<file path="src/sv/pcs_pkg.sv">
// Shared types, constants and codes of the pressure calibration sequencer.
package pcs_pkg;

    localparam int W_PRESS = 17;
    localparam int W_AVG   = 25;
    localparam int W_PROG  = 9;
    localparam int W_NUM   = 25;
    localparam int W_DEN   = 18;

    localparam logic [7:0]         ALPHA_MIN      = 8'd51;
    localparam logic [7:0]         ALPHA_MAX      = 8'd253;
    localparam logic [7:0]         ALPHA_RST      = 8'd128;
    localparam logic [W_PRESS-1:0] SETPOINT_RST   = 17'd50000;
    localparam logic [W_PRESS-1:0] BASE_RST       = 17'd101325;
    localparam logic [W_PRESS-1:0] SAFE_LOW_RST   = 17'd26000;
    localparam logic [W_PRESS-1:0] SAFE_HIGH_RST  = 17'd108000;
    localparam logic [15:0]        GROUND_DLY_RST = 16'd5000;
    localparam logic [11:0]        LEAK_MARG_RST  = 12'd100;
    localparam logic [W_AVG-1:0]   AVG_RST        = 25'(101325 * 256);

    localparam logic [W_PROG-1:0] PROG_FULL = 9'd256;
    localparam logic [W_PROG-1:0] PROG_HALF = 9'd128;

    // quotient bits produced by the serial divider
    localparam int               DIV_STEPS = 9;
    localparam logic [3:0]       DIV_LAST  = 4'(DIV_STEPS - 1);

    typedef enum logic [1:0] {
        OP_SAMPLE = 2'd0,
        OP_START  = 2'd1,
        OP_STOP   = 2'd2
    } t_opcode;

    typedef enum logic [1:0] {
        PH_GROUND  = 2'd0,
        PH_PUMPING = 2'd1,
        PH_LEAKING = 2'd2
    } t_phase;

    typedef enum logic [2:0] {
        CFG_ALPHA     = 3'd0,
        CFG_SETPOINT  = 3'd1,
        CFG_BASE      = 3'd2,
        CFG_SAFE_LOW  = 3'd3,
        CFG_SAFE_HIGH = 3'd4,
        CFG_GROUND    = 3'd5,
        CFG_LEAK      = 3'd6
    } t_cfg_idx;

    typedef enum logic [2:0] {
        ST_IDLE,
        ST_MUL_RAW,
        ST_MUL_AVG,
        ST_SUM,
        ST_EVAL,
        ST_DIV,
        ST_FIN,
        ST_EMIT
    } t_state;

    typedef struct packed {
        logic             start;
        logic [W_NUM-1:0] num;
        logic [W_DEN-1:0] den;
    } t_div_req;

    typedef struct packed {
        logic              done;
        logic [W_PROG-1:0] quot;
    } t_div_rsp;

endpackage

</file>
<file path="src/sv/pcs_ifs.sv">
// Channel interfaces of the pressure calibration sequencer: command, result, config.
interface pcs_in_if import pcs_pkg::*; ();
    logic               valid;
    logic               ready;
    logic [1:0]         opcode;
    logic [W_PRESS-1:0] raw_pressure;
    logic               sample_ok;
    logic [31:0]        now_ms;

    modport source (output valid, opcode, raw_pressure, sample_ok, now_ms, input ready);
    modport sink   (input valid, opcode, raw_pressure, sample_ok, now_ms, output ready);
endinterface

interface pcs_out_if import pcs_pkg::*; ();
    logic               valid;
    logic               ready;
    logic [1:0]         phase;
    logic               active;
    logic               pump_on;
    logic [W_PRESS-1:0] filtered_pressure;
    logic [W_PROG-1:0]  progress_q8;
    logic               fault;
    logic               done_res;

    modport source (output valid, phase, active, pump_on, filtered_pressure, progress_q8,
                    fault, done_res, input ready);
    modport sink   (input valid, phase, active, pump_on, filtered_pressure, progress_q8,
                    fault, done_res, output ready);
endinterface

interface pcs_cfg_if import pcs_pkg::*; ();
    logic               valid;
    logic               ready;
    logic [2:0]         index;
    logic [W_PRESS-1:0] data;

    modport source (output valid, index, data, input ready);
    modport sink   (input valid, index, data, output ready);
endinterface

</file>
<file path="src/sv/pressure_calibration_sequencer_top.sv">
// Top level of the pressure calibration sequencer: command decode, sequencer and datapath.
//
//  channel  | dir | payload                                              | beat when
//  ---------+-----+------------------------------------------------------+-----------------
//  i_in     | in  | opcode, raw_pressure, sample_ok, now_ms              | valid & ready
//  o_out    | out | phase, active, pump_on, filtered_pressure,           | valid & ready
//           |     | progress_q8, fault, done_res                         |
//  i_cfg    | in  | index (register number), data                        | valid & ready
//
//  One command at a time. Stop, idle sample and unused opcode go straight to EMIT; a start
//  with a good read runs MUL_RAW, MUL_AVG and SUM; an active sample adds EVAL (ground
//  phase), and in pumping and leaking FIN, after DIV if it launches the nine-step divider
//  for progress. The 9x25 multiplier is shared by both terms of the average update.
//  Reset (synchronous, active low) loads the register defaults and the ambient average.
//  A held result beat in the output register does not stop the next command from being
//  taken; only a new result waits for the register to drain. i_cfg is always ready.
module pressure_calibration_sequencer_top import pcs_pkg::*; (
    input  logic  i_clk,
    input  logic  i_rst_n,
    pcs_in_if.sink    i_in,
    pcs_out_if.source o_out,
    pcs_cfg_if.sink   i_cfg
);

    // configuration registers
    logic [7:0]         r_alpha;
    logic [W_PRESS-1:0] r_setpoint;
    logic [W_PRESS-1:0] r_base;
    logic [W_PRESS-1:0] r_safe_lo;
    logic [W_PRESS-1:0] r_safe_hi;
    logic [15:0]        r_delay;
    logic [11:0]        r_leak;

    // sequencer and architectural state
    t_state             r_state,    n_state;
    t_phase             r_phase,    n_phase;
    logic               r_active,   n_active;
    logic               r_pump,     n_pump;
    logic [W_AVG-1:0]   r_avg,      n_avg;
    logic [31:0]        r_stamp,    n_stamp;
    logic [W_PROG-1:0]  r_progress, n_progress;
    logic               r_fault,    n_fault;
    logic               r_done,     n_done;

    // captured command
    logic [1:0]         r_op,  n_op;
    logic [W_PRESS-1:0] r_raw, n_raw;
    logic [31:0]        r_now, n_now;

    // datapath working registers
    logic [33:0]        r_p1, n_p1;
    logic [33:0]        r_p2, n_p2;
    logic [W_PROG-1:0]  r_quot, n_quot;

    // output register
    logic               r_ovalid, n_ovalid;
    logic [1:0]         r_o_phase;
    logic               r_o_active;
    logic               r_o_pump;
    logic [W_PRESS-1:0] r_o_filt;
    logic [W_PROG-1:0]  r_o_prog;
    logic               r_o_fault;
    logic               r_o_done;
    logic               out_load;

    // shared multiplier
    logic [8:0]         mul_a;
    logic [W_AVG-1:0]   mul_b;
    logic [33:0]        mul_p;

    // datapath combinational values
    logic [33:0]        avg_sum;
    logic [W_PRESS-1:0] avg_int;
    logic               avg_frac_nz;
    logic               out_of_bounds;
    logic [31:0]        elapsed;
    logic [W_PRESS:0]   diff;
    logic               diff_zero;
    logic [W_PRESS:0]   diff_mag;
    logic [W_NUM:0]     num_pump;
    logic [W_NUM:0]     num_leak;
    logic [W_NUM:0]     num_sel;
    logic [W_NUM:0]     num_eff;
    logic               below_set;
    logic [W_PRESS:0]   leak_thr;
    logic               leak_end;
    logic [W_PROG:0]    leak_prog;

    t_div_req           div_req;
    t_div_rsp           div_rsp;

    pcs_divider u_div (
        .i_clk   (i_clk),
        .i_rst_n (i_rst_n),
        .i_req   (div_req),
        .o_rsp   (div_rsp)
    );

    assign i_cfg.ready = 1'b1;
    assign i_in.ready  = (r_state == ST_IDLE);

    // configuration writes; alpha is clamped to its legal window
    always_ff @(posedge i_clk) begin
        if (!i_rst_n) begin
            r_alpha    <= ALPHA_RST;
            r_setpoint <= SETPOINT_RST;
            r_base     <= BASE_RST;
            r_safe_lo  <= SAFE_LOW_RST;
            r_safe_hi  <= SAFE_HIGH_RST;
            r_delay    <= GROUND_DLY_RST;
            r_leak     <= LEAK_MARG_RST;
        end else if (i_cfg.valid && i_cfg.ready) begin
            case (i_cfg.index)
                CFG_ALPHA: begin
                    if (i_cfg.data[7:0] < ALPHA_MIN) begin
                        r_alpha <= ALPHA_MIN;
                    end else if (i_cfg.data[7:0] > ALPHA_MAX) begin
                        r_alpha <= ALPHA_MAX;
                    end else begin
                        r_alpha <= i_cfg.data[7:0];
                    end
                end
                CFG_SETPOINT:  r_setpoint <= i_cfg.data;
                CFG_BASE:      r_base     <= i_cfg.data;
                CFG_SAFE_LOW:  r_safe_lo  <= i_cfg.data;
                CFG_SAFE_HIGH: r_safe_hi  <= i_cfg.data;
                CFG_GROUND:    r_delay    <= i_cfg.data[15:0];
                CFG_LEAK:      r_leak     <= i_cfg.data[11:0];
                default: ;
            endcase
        end
    end

    // one multiplier: (256 - alpha) * raw first, then alpha * average
    always_comb begin
        if (r_state == ST_MUL_RAW) begin
            mul_a = 9'd256 - {1'b0, r_alpha};
            mul_b = {8'd0, r_raw};
        end else begin
            mul_a = {1'b0, r_alpha};
            mul_b = r_avg;
        end
    end
    assign mul_p = 34'(mul_a * mul_b);

    // rounded update: drop eight fraction bits after adding one half
    assign avg_sum = {r_p1[25:0], 8'd0} + r_p2 + 34'd128;

    assign avg_int     = r_avg[W_AVG-1:8];
    assign avg_frac_nz = |r_avg[7:0];

    // bounds are inclusive on the Q.8 value
    assign out_of_bounds = (avg_int < r_safe_lo) || (avg_int > r_safe_hi)
                         || ((avg_int == r_safe_hi) && avg_frac_nz);

    assign elapsed = r_now - r_stamp;

    assign diff      = {1'b0, r_base} - {1'b0, r_setpoint};
    assign diff_zero = (diff == '0);
    assign diff_mag  = diff[W_PRESS] ? (~diff + 18'd1) : diff;

    assign num_pump = {1'b0, r_base, 8'd0} - {1'b0, r_avg};
    assign num_leak = {1'b0, r_avg} - {1'b0, r_setpoint, 8'd0};
    assign num_sel  = (r_phase == PH_PUMPING) ? num_pump : num_leak;
    // base below setpoint: flip the sign so the divisor stays positive
    assign num_eff  = diff[W_PRESS] ? (~num_sel + 26'd1) : num_sel;

    assign below_set = (avg_int < r_setpoint) || ((avg_int == r_setpoint) && !avg_frac_nz);

    // a margin above base gives a negative threshold that is always met
    assign leak_thr  = {1'b0, r_base} - {6'd0, r_leak};
    assign leak_end  = leak_thr[W_PRESS] || (avg_int >= leak_thr[W_PRESS-1:0]);
    assign leak_prog = {1'b0, r_quot} + {1'b0, PROG_HALF};

    assign div_req.start = (r_state == ST_EVAL) && !out_of_bounds
                         && ((r_phase == PH_PUMPING) || (r_phase == PH_LEAKING))
                         && !diff_zero && !num_eff[W_NUM];
    assign div_req.num   = num_eff[W_NUM-1:0];
    assign div_req.den   = {diff_mag[W_PRESS-1:0], 1'b0};

    always_ff @(posedge i_clk) begin
        if (!i_rst_n) begin
            r_state    <= ST_IDLE;
            r_phase    <= PH_GROUND;
            r_active   <= 1'b0;
            r_pump     <= 1'b0;
            r_avg      <= AVG_RST;
            r_stamp    <= '0;
            r_progress <= '0;
            r_fault    <= 1'b0;
            r_done     <= 1'b0;
            r_ovalid   <= 1'b0;
        end else begin
            r_state    <= n_state;
            r_phase    <= n_phase;
            r_active   <= n_active;
            r_pump     <= n_pump;
            r_avg      <= n_avg;
            r_stamp    <= n_stamp;
            r_progress <= n_progress;
            r_fault    <= n_fault;
            r_done     <= n_done;
            r_ovalid   <= n_ovalid;
        end
    end

    // payload registers
    always_ff @(posedge i_clk) begin
        r_op   <= n_op;
        r_raw  <= n_raw;
        r_now  <= n_now;
        r_p1   <= n_p1;
        r_p2   <= n_p2;
        r_quot <= n_quot;
        if (out_load) begin
            r_o_phase  <= r_phase;
            r_o_active <= r_active;
            r_o_pump   <= r_pump;
            r_o_filt   <= r_avg[W_AVG-1:8];
            r_o_prog   <= r_progress;
            r_o_fault  <= r_fault;
            r_o_done   <= r_done;
        end
    end

    always_comb begin
        n_state    = r_state;
        n_phase    = r_phase;
        n_active   = r_active;
        n_pump     = r_pump;
        n_avg      = r_avg;
        n_stamp    = r_stamp;
        n_progress = r_progress;
        n_fault    = r_fault;
        n_done     = r_done;
        n_op       = r_op;
        n_raw      = r_raw;
        n_now      = r_now;
        n_p1       = r_p1;
        n_p2       = r_p2;
        n_quot     = r_quot;
        out_load   = 1'b0;
        n_ovalid   = r_ovalid && !o_out.ready;

        case (r_state)
            ST_IDLE: begin
                if (i_in.valid) begin
                    n_op    = i_in.opcode;
                    n_raw   = i_in.raw_pressure;
                    n_now   = i_in.now_ms;
                    n_fault = 1'b0;
                    n_done  = 1'b0;
                    n_state = ST_EMIT;
                    case (i_in.opcode)
                        OP_START: begin
                            if (!r_active) begin
                                n_active   = 1'b1;
                                n_stamp    = i_in.now_ms;
                                n_phase    = PH_GROUND;
                                n_progress = '0;
                            end
                            if (i_in.sample_ok) begin
                                n_state = ST_MUL_RAW;
                            end else begin
                                n_active = 1'b0;
                                n_fault  = 1'b1;
                            end
                        end
                        OP_STOP: begin
                            n_active = 1'b0;
                            n_pump   = 1'b0;
                        end
                        OP_SAMPLE: begin
                            if (r_active && i_in.sample_ok) begin
                                n_state = ST_MUL_RAW;
                            end
                        end
                        default: ;
                    endcase
                end
            end
            ST_MUL_RAW: begin
                n_p1    = mul_p;
                n_state = ST_MUL_AVG;
            end
            ST_MUL_AVG: begin
                n_p2    = mul_p;
                n_state = ST_SUM;
            end
            ST_SUM: begin
                n_avg   = avg_sum[32:8];
                // a start takes no bounds check and no phase step
                n_state = (r_op == OP_START) ? ST_EMIT : ST_EVAL;
            end
            ST_EVAL: begin
                n_state = ST_EMIT;
                if (out_of_bounds) begin
                    n_pump     = 1'b0;
                    n_active   = 1'b0;
                    n_progress = '0;
                    n_fault    = 1'b1;
                end else begin
                    case (r_phase)
                        PH_GROUND: begin
                            if (elapsed >= {16'd0, r_delay}) begin
                                n_pump  = 1'b1;
                                n_phase = PH_PUMPING;
                            end
                        end
                        PH_PUMPING, PH_LEAKING: begin
                            if (div_req.start) begin
                                n_state = ST_DIV;
                            end else begin
                                // negative ratio reads as zero
                                n_quot  = '0;
                                n_state = ST_FIN;
                            end
                        end
                        default: ;
                    endcase
                end
            end
            ST_DIV: begin
                if (div_rsp.done) begin
                    n_quot  = div_rsp.quot;
                    n_state = ST_FIN;
                end
            end
            ST_FIN: begin
                n_state = ST_EMIT;
                case (r_phase)
                    PH_PUMPING: begin
                        if (!diff_zero) begin
                            n_progress = r_quot;
                        end
                        if (below_set) begin
                            n_pump  = 1'b0;
                            n_phase = PH_LEAKING;
                        end
                    end
                    PH_LEAKING: begin
                        if (!diff_zero) begin
                            n_progress = (leak_prog > {1'b0, PROG_FULL}) ? PROG_FULL
                                                                         : leak_prog[W_PROG-1:0];
                        end
                        if (leak_end) begin
                            n_pump     = 1'b0;
                            n_active   = 1'b0;
                            n_progress = PROG_FULL;
                            n_done     = 1'b1;
                        end
                    end
                    default: ;
                endcase
            end
            ST_EMIT: begin
                // hold until the output register is free
                if (!r_ovalid || o_out.ready) begin
                    out_load = 1'b1;
                    n_ovalid = 1'b1;
                    n_state  = ST_IDLE;
                end
            end
            default: n_state = ST_IDLE;
        endcase
    end

    assign o_out.valid             = r_ovalid;
    assign o_out.phase             = r_o_phase;
    assign o_out.active            = r_o_active;
    assign o_out.pump_on           = r_o_pump;
    assign o_out.filtered_pressure = r_o_filt;
    assign o_out.progress_q8       = r_o_prog;
    assign o_out.fault             = r_o_fault;
    assign o_out.done_res          = r_o_done;

    a_fault_stops: assert property (@(posedge i_clk) disable iff (!i_rst_n)
        (o_out.valid && o_out.fault) |-> !o_out.active)
        else $error("fault beat with sequence still active");

    a_done_clean: assert property (@(posedge i_clk) disable iff (!i_rst_n)
        (o_out.valid && o_out.done_res)
            |-> (o_out.progress_q8 == PROG_FULL && !o_out.pump_on && !o_out.fault))
        else $error("finishing beat with inconsistent fields");

    a_prog_range: assert property (@(posedge i_clk) disable iff (!i_rst_n)
        o_out.valid |-> (o_out.progress_q8 <= PROG_FULL))
        else $error("progress above full scale");

    a_div_launch: assert property (@(posedge i_clk) disable iff (!i_rst_n)
        div_req.start |=> (r_state == ST_DIV))
        else $error("divider launched without waiting for it");

    a_div_owner: assert property (@(posedge i_clk) disable iff (!i_rst_n)
        div_rsp.done |-> (r_state == ST_DIV))
        else $error("divider result with no one waiting");

endmodule

</file>
<file path="src/sv/pcs_divider.sv">
// Restoring serial divider for the progress ratio, one quotient bit per cycle.
module pcs_divider import pcs_pkg::*; (
    input  logic     i_clk,
    input  logic     i_rst_n,
    input  t_div_req i_req,
    output t_div_rsp o_rsp
);

    logic              r_busy;
    logic              r_done;
    logic [3:0]        r_cnt;
    logic [W_NUM-1:0]  r_rem;
    logic [W_NUM:0]    r_dsh;
    logic [W_PROG-1:0] r_q;
    logic              r_sat;
    logic [W_PROG-1:0] r_quot;

    logic              ge;
    logic [W_PROG-1:0] q_step;

    assign ge     = {1'b0, r_rem} >= r_dsh;
    assign q_step = {r_q[W_PROG-2:0], ge};

    always_ff @(posedge i_clk) begin
        if (!i_rst_n) begin
            r_busy <= 1'b0;
            r_done <= 1'b0;
        end else begin
            r_done <= 1'b0;
            if (i_req.start) begin
                r_busy <= 1'b1;
                r_cnt  <= DIV_LAST;
                r_rem  <= i_req.num;
                r_dsh  <= {i_req.den, 8'd0};
                r_q    <= '0;
                // quotient would need more than nine bits: saturate
                r_sat  <= {2'b00, i_req.num} >= {i_req.den, 9'd0};
            end else if (r_busy) begin
                if (ge) begin
                    r_rem <= r_rem - r_dsh[W_NUM-1:0];
                end
                r_q   <= q_step;
                r_dsh <= r_dsh >> 1;
                r_cnt <= r_cnt - 4'd1;
                if (r_cnt == 4'd0) begin
                    r_busy <= 1'b0;
                    r_done <= 1'b1;
                    r_quot <= (r_sat || q_step > PROG_FULL) ? PROG_FULL : q_step;
                end
            end
        end
    end

    assign o_rsp.done = r_done;
    assign o_rsp.quot = r_quot;

endmodule
</file>
<file path="src/flat_wrapper.sv">
// flat-port wrapper written by rule: the top's interface ports become plain ports
module pressure_calibration_sequencer_top_flat import pcs_pkg::*;
  (i_clk, i_rst_n, i_in_valid, i_in_opcode, i_in_raw_pressure, i_in_sample_ok, i_in_now_ms, i_in_ready, o_out_valid, o_out_phase, o_out_active, o_out_pump_on, o_out_filtered_pressure, o_out_progress_q8, o_out_fault, o_out_done_res, o_out_ready, i_cfg_valid, i_cfg_index, i_cfg_data, i_cfg_ready);
  pcs_in_if i_in_i ();
  pcs_out_if o_out_i ();
  pcs_cfg_if i_cfg_i ();
  input  logic i_clk;
  input  logic i_rst_n;
  input wire logic [$bits(i_in_i.valid)-1:0] i_in_valid;
  input wire logic [$bits(i_in_i.opcode)-1:0] i_in_opcode;
  input wire logic [$bits(i_in_i.raw_pressure)-1:0] i_in_raw_pressure;
  input wire logic [$bits(i_in_i.sample_ok)-1:0] i_in_sample_ok;
  input wire logic [$bits(i_in_i.now_ms)-1:0] i_in_now_ms;
  output wire logic [$bits(i_in_i.ready)-1:0] i_in_ready;
  output wire logic [$bits(o_out_i.valid)-1:0] o_out_valid;
  output wire logic [$bits(o_out_i.phase)-1:0] o_out_phase;
  output wire logic [$bits(o_out_i.active)-1:0] o_out_active;
  output wire logic [$bits(o_out_i.pump_on)-1:0] o_out_pump_on;
  output wire logic [$bits(o_out_i.filtered_pressure)-1:0] o_out_filtered_pressure;
  output wire logic [$bits(o_out_i.progress_q8)-1:0] o_out_progress_q8;
  output wire logic [$bits(o_out_i.fault)-1:0] o_out_fault;
  output wire logic [$bits(o_out_i.done_res)-1:0] o_out_done_res;
  input wire logic [$bits(o_out_i.ready)-1:0] o_out_ready;
  input wire logic [$bits(i_cfg_i.valid)-1:0] i_cfg_valid;
  input wire logic [$bits(i_cfg_i.index)-1:0] i_cfg_index;
  input wire logic [$bits(i_cfg_i.data)-1:0] i_cfg_data;
  output wire logic [$bits(i_cfg_i.ready)-1:0] i_cfg_ready;
  assign i_in_i.valid = i_in_valid;
  assign i_in_i.opcode = i_in_opcode;
  assign i_in_i.raw_pressure = i_in_raw_pressure;
  assign i_in_i.sample_ok = i_in_sample_ok;
  assign i_in_i.now_ms = i_in_now_ms;
  assign i_in_ready = i_in_i.ready;
  assign o_out_valid = o_out_i.valid;
  assign o_out_phase = o_out_i.phase;
  assign o_out_active = o_out_i.active;
  assign o_out_pump_on = o_out_i.pump_on;
  assign o_out_filtered_pressure = o_out_i.filtered_pressure;
  assign o_out_progress_q8 = o_out_i.progress_q8;
  assign o_out_fault = o_out_i.fault;
  assign o_out_done_res = o_out_i.done_res;
  assign o_out_i.ready = o_out_ready;
  assign i_cfg_i.valid = i_cfg_valid;
  assign i_cfg_i.index = i_cfg_index;
  assign i_cfg_i.data = i_cfg_data;
  assign i_cfg_ready = i_cfg_i.ready;
  pressure_calibration_sequencer_top u_core (.i_clk(i_clk), .i_rst_n(i_rst_n), .i_in(i_in_i), .o_out(o_out_i), .i_cfg(i_cfg_i));
endmodule
</file>
<file path="config.mk">
export PLATFORM = sky130hd
export DESIGN_NAME = pressure_calibration_sequencer_top_flat
export DESIGN_NICKNAME = d
export VERILOG_FILES = /design/src/sv/pcs_pkg.sv /design/src/sv/pcs_ifs.sv /design/src/sv/pressure_calibration_sequencer_top.sv /design/src/sv/pcs_divider.sv /design/src/flat_wrapper.sv
export SDC_FILE = /design/constraint.sdc
export NUM_CORES = 2
export LEC_CHECK = 0
export BUFFER_PORTS_ARGS = -buffer_cell sky130_fd_sc_hd__buf_2
export CAP_MARGIN = 20
export CORE_ASPECT_RATIO = 1.1
export CORE_MARGIN = 5
export CORE_UTILIZATION = 69
export CTS_CLUSTER_SIZE = 8
export DETAILED_ROUTE_END_ITERATION = 8
export HOLD_SLACK_MARGIN = 0.05
export PLACE_DENSITY = 0.87
export SYNTH_ARGS = -nofsm -noshare
export SYNTH_HDL_FRONTEND = slang
export SYNTH_SLANG_ARGS = --single-unit
</file>
<file path="constraint.sdc">
create_clock -name i_clk -period 22.4 [get_ports i_clk]
set_input_delay 1.12 -clock i_clk [delete_from_list [all_inputs] [get_ports i_clk]]
set_output_delay 1.12 -clock i_clk [all_outputs]
set_load 0.05 [all_outputs]
</file>
### Word-level counts from Yosys, hierarchy flattened

Index checks and enable logic that the tools add are counted.

* flip-flop bits (word level): 405
* latch bits: 0
* memory bits (writable): 0
* ROM bits: 0
* output and inout port bits: 35
* memories: 0

* add/sub/neg operators: 13
* multiply operators: 1
* div/mod/pow operators: 0
* magnitude comparators: 11
* equal/unequal tests: 44
* shift-type cells: 0
* multiplexer cells: 81
* bitwise operators: 6
* reduce and logical (&&, ||, !) cells: 57

Operators by type and width (number)
* $mux W9: 13
* $mux W26: 4
* $mux W25: 4
* $sub A25 B25 Y26: 2
* $pmux W9 S2: 2
* $eq A17 B17 Y1: 2
* $lt A17 B17 Y1: 2
* $add A33 B33 Y33: 1
* $add A33 B8 Y33 const B: 1
* $mul A9 B25 Y33: 1
* $ge A32 B16 Y1: 1
* $sub A32 B32 Y32: 1
* $ge A25 B27 Y1: 1
* $pmux W9 S3: 1
* $add A26 B1 Y26 const B: 1
* $ge A25 B26 Y1: 1
* $mux W1: 26
* $not A26 Y26: 1
* $sub A25 B25 Y25: 1
* $mux W8: 3
* $pmux W3 S8: 1
* $eq A3 B3 Y1 const B: 7
* $mux W3: 7
* $mux W2: 10
* other kinds (49): 119

### Depth between registers and ports, before layout

* depth after elaboration: 12
* gate-level depth with buffers: 29

### Cells and area by module

Synthesis repeated with hierarchy kept, for this count alone.

* cells, all modules: 3726
* area total of the unflattened synthesis: 32238.4 µm²

By module, submodules not included
* pressure_calibration_sequencer_top: instances 1, cells an instance 3247, area each 27452.6 µm², sequential area each 7897.6 µm²
* pcs_divider: instances 1, cells an instance 479, area each 4785.8 µm², sequential area each 2232.1 µm²

### Worst setup path before layout

No wires, ideal clock.

* kind: register -> register
* start point: register u_core.r_state[2]
* end point: register u_core.r_p2[31] (data pin)
* setup time: 0.292 ns
* data arrival time: 7.045 ns
* data required time: 22.108 ns
* path slack: 15.063 ns
* cell stages (with the launch flop): 25
* clock period less this slack: 7.337 ns
* cell sequence: dfxtp_1 nor2_1 nand2_1 clkinv_1 clkbuf_1 clkbuf_1 nand2_1 nand2_1 nand2_1 fa_1 inv_1 fa_1 fa_1 inv_1 fa_1 inv_1 ha_1 a2111oi_0 o21ai_0 a311oi_1 o21bai_1 o311ai_0 a211oi_1 o41ai_1 o311ai_0

* cells in the longest elaborated chain, start to end: 3
* elaborated cells between the ends (all ways): 4
* those cells by class: mul: 1; eq/ne: 1; mux: 2

Ends and longest elaborated chain
* start: declaration: RTL line pressure_calibration_sequencer_top.sv:35 `t_state r_state, n_state;`
* start signal: assignment: RTL line pressure_calibration_sequencer_top.sv:194 `r_state <= n_state;`
* $eq A3 B1 Y1 (*): RTL line pressure_calibration_sequencer_top.sv:136 `if (r_state == ST_MUL_RAW) begin`
* $mux W9 or $mux W25 (tied branches): RTL line pressure_calibration_sequencer_top.sv:136
* $mul A9 B25 Y33 (*): RTL line pressure_calibration_sequencer_top.sv:144 `assign mul_p = 34'(mul_a * mul_b);`
* net u_core.mul_p[31]: RTL line pressure_calibration_sequencer_top.sv:69 `logic [33:0] mul_p;`
* end signal: assignment: RTL line pressure_calibration_sequencer_top.sv:213 `r_p2 <= n_p2;`
* end: declaration: RTL line pressure_calibration_sequencer_top.sv:52 `logic [33:0] r_p2, n_p2;`

The timed path passes the listed nets; every way through them passes the cells marked *.
A chain may end at the register's enable or synchronous reset.

### Final worst setup path

* start point: register u_core.r_state[0]
* end point: register u_core.r_p2[31] (data pin)

Same word-level chain as after synthesis.

==> summary.txt <==
Die
  • Initial Utilization: 0.693
  • Die height: ~240 um
  • Core box area: around 0.046 mm2
  • Die area: approximately 0.05 mm2
  • Chip Width: ~220 um
  • Std cell rows: 83
  • Total I/O pin count: roughly 110

Drt
  • Via count: around 27k
  • DRC Markers: 0
  • DR iter-0 viols: 3203
  • Post-Route WL: 86000 um
  • Via-to-Cell Ratio: 6.29
  • DR WL/cell: 19.8 um
  • Routed Antenna Nets: 0
  • Drt first pass iters: 6

STA
  • Total negative slack: 0 ns
  • Max Slew Vio Count: 0
  • Worst clock skew: 0.0350 ns
  • Final worst-path cycle share: 0.409
  • Worst-margin pin slew: 1.03 ns
  • RSZ-0062 raised after global routing: false
  • Final setup fails: 0
  • Min cycle time layout: just over 9 ns
  • Max frequency: between 100 and 150 MHz
  • Final Hold Viols: 0
  • Worst slew margin: 0.304
  • Fin worst setup slack: about 13 ns

Global routing
  • Grt total ovfl: 0
  • All-Layer GR Usage: 0.330
  • Largest net degree at the start of global routing: between 70 and 80
  • First-pass GRT wire length: about 140000 um
  • Initial antenna violation count: 2
  • Vias in the first global route: about 27k

Clock network
  • Max Root-Sink Buffers: 3
  • CTS tree: built
  • Post-CTS Setup Inserts: 0
  • CTS Buf Count: 56
  • Cts repair resizes: 0
  • Post-CTS Hold Fix Bufs: 0
  • CTS Root Cell: clkbuf_16
  • CTS Sinks: roughly 400
  • CTS clock-pin slew for the worst setup and hold paths: about 0.060 ns
  • Worst skew pair latency: around 0.62 ns
  • H-tree level count: 2

Run
  • Max cap viols: 0

Synth
  • Post-synth top flop: edfxtp_1
  • FF+latch count, synth: around 400
  • Most area-consuming cells after synthesis: edfxtp_1 (20%), dfxtp_1 (11%), ha_1 (11%)
  • Ys async rst share: 0
  • Synth warn: 0
  • Register area share after synthesis: 0.315
  • Synth Instances: roughly 3.6k
  • Syn Area/Cell: between 8 and 9 um2
  • Dominant cell type by area after synthesis: edfxtp_1
  • Synth Cell Area: ~0.032 mm2
  • Synth top area share: 0.202
  • Unique cell type count in the Yosys netlist: 97
  • Post-synth EDFFs: approximately 220

Cells and area
  • Syn-to-layout area delta: 8.35%
  • Post-Layout Cell Count: between 4k and 5k
  • Post-route cell area: between 0.03 and 0.04 mm2
  • Fraction of layout cells with a size suffix above 1: 0.0704
  • Nets: approximately 4.2k

Place
  • Post-Place Cells: around 4.2k
  • GPL Wtd Cong: about 0.96
  • Post-DP HPWL: 63600 um
  • DP Area: approximately 0.033 mm2
  • # port buffers: 110
  • Setup WS pre-CTS: between 10 and 15 ns

Worst setup path
  • Critical Path RT: roughly 23 ns
  • Crit Path Category: reg2reg
  • Worst-path fanout max: 60
  • CP Capture Type: register
  • CP startpoint kind: register
  • Worst EP arrival: around 9.6 ns

Power
  • Tot Pwr: 3.52 mW
  • Max VDD drop: approximately 0.11 mV
  • PwrDens: between 100 and 150 mW/mm2
  • Pleak: approximately 15 nW

Min path
  • Hold Path Class: reg2reg

Status
  • Status: completed
-- metal layers --
metal,global-route usage,part of all wire,vias to the layer above
met4,0.163,0.059,0
met2,0.537,0.47,1372
li1,-,-,12700
met1,0.427,0.39,12900
met3,0.0609,0.089,345
met5,0,0,-
-- through the flow --
stage               hold slack (ns)   util
detailed placement            0.415  0.716
floorplan                     0.408      -
finish                        0.430  0.751
CTS                           0.431  0.750
global route                  0.434  0.751
global placement              0.411  0.715
-- final timing paths --
kind / startpoint / endpoint / slack (ns) / cells past startpoint
setup / recovery: u_core.r_state[0] / u_core.r_p2[31] / 13.25 / 22
hold / removal: u_core.r_progress[7] / u_core.o_out.progress_q8[7] / 0.43 / 0
setup reg to reg: u_core.r_state[0] / u_core.r_p2[31] / 13.25 / 22
hold reg to reg: u_core.r_progress[7] / u_core.o_out.progress_q8[7] / 0.43 / 0
-- Yosys cell counts, types with 27 or more instances --
master,n
nand2_1,481
inv_1,408
ha_1,288
nor2_1,287
a21oi_1,275
edfxtp_1,216
dfxtp_1,182
fa_1,167
xnor2_1,119
clkbuf_1,108
o21ai_0,107
a21o_1,89
nand3_1,64
nor3_1,61
xor2_1,56
o211ai_1,54
and3_1,50
o21a_1,47
mux2i_1,43
nand2b_1,43
and2_1,42
nor2b_1,38
a31oi_1,28
nand4_1,27
-- cell type report --
| class | instances | area, um2 |
|---|---|---|
| clock buffer | 97 | 1580 |
| timing repair buffer | 140 | 800 |
| inverter | 410 | 1540 |
| antenna | 3 | 7.51 |
| clock inverter | 3 | 45.0 |
| multi-input combinational | 2704 | 20000 |
| tap | 595 | 744 |
| sequential | 398 | 10100 |
| fill | 3257 | 11500 |
-- power breakdown --
| group | internal (mW) | switching (mW) | total [mW] | leakage (nW) |
|---|---|---|---|---|
| registers | 0.900 | 0.0908 | 0.990 | 3.48 |
| clock network | 0.471 | 0.325 | 0.796 | 0.771 |
| logic | 0.663 | 1.07 | 1.73 | 10.9 |
-- cells by family (layout without fill, tap and decap cells) --
| kind of cell | after synthesis | after routing | share of synthesized area |
|---|---|---|---|
| buf+inv | 540 | 650 | 0.0649 |
| fa+ha+maj | 455 | 455 | 0.216 |
| compound gates | 805 | 805 | 0.165 |
| xor+xnor | 175 | 175 | 0.0476 |
| simple gates | 1198 | 1198 | 0.172 |
| flops | 398 | 398 | 0.315 |
| mux | 63 | 63 | 0.0204 |
| other cells | 2 | 11 | 0.000233 |
-- critical path, cell delays in order (launching register included) --
cell and delay (ns):
dfxtp_1 0.59, nand2_1 0.10, buf_4 0.28, inv_2 0.32, buf_4 0.59, mux2i_1 0.76, nor2_1 0.16, fa_1 0.54
fa_1 0.52, fa_1 0.54, inv_1 0.06, fa_1 0.55, inv_1 0.05, ha_1 0.33, a2111oi_0 0.64, o21ai_0 0.31
a311oi_1 0.37, o21bai_1 0.22, o311ai_0 0.62, a211oi_1 0.21, o41ai_1 0.77, nand4b_1 0.18, o311ai_0 0.16
-- registers in the layout, summed over array words and instances (netlist names), 25 cells and up --
| register | cells |
|---|---|
| u_core.r_avg | 25 |
| u_core.r_now | 32 |
| u_core.r_p1 | 25 |
| u_core.r_p2 | 26 |
| u_core.r_stamp | 32 |
| u_core.u_div.r_dsh | 26 |
| u_core.u_div.r_rem | 25 |
-- layout by cell type, fill, tap and decap left out, types with 15 or more instances in the layout --
master and n:
nor3_1 58, clkbuf_16 56, edfxtp_1 216, a211oi_1 25, o21a_1 47, nand2_1 481, buf_4 27, o21ai_0 107
or3_1 23, a21o_1 89, o21bai_1 24, o2111ai_1 15, fa_1 167, clkbuf_1 39, nand2b_1 43, a21oi_1 274
mux2i_1 43, and2_1 42, buf_2 110, nor2b_1 38, o211ai_1 54, xnor2_1 119, a31oi_1 28, nand3_1 64
and3_1 50, inv_1 407, or2_2 20, dfxtp_1 182, nor2_1 285, ha_1 287, xor2_1 56, nand4_1 27
mux2_1 19
(Power assumes the default switching activity.)
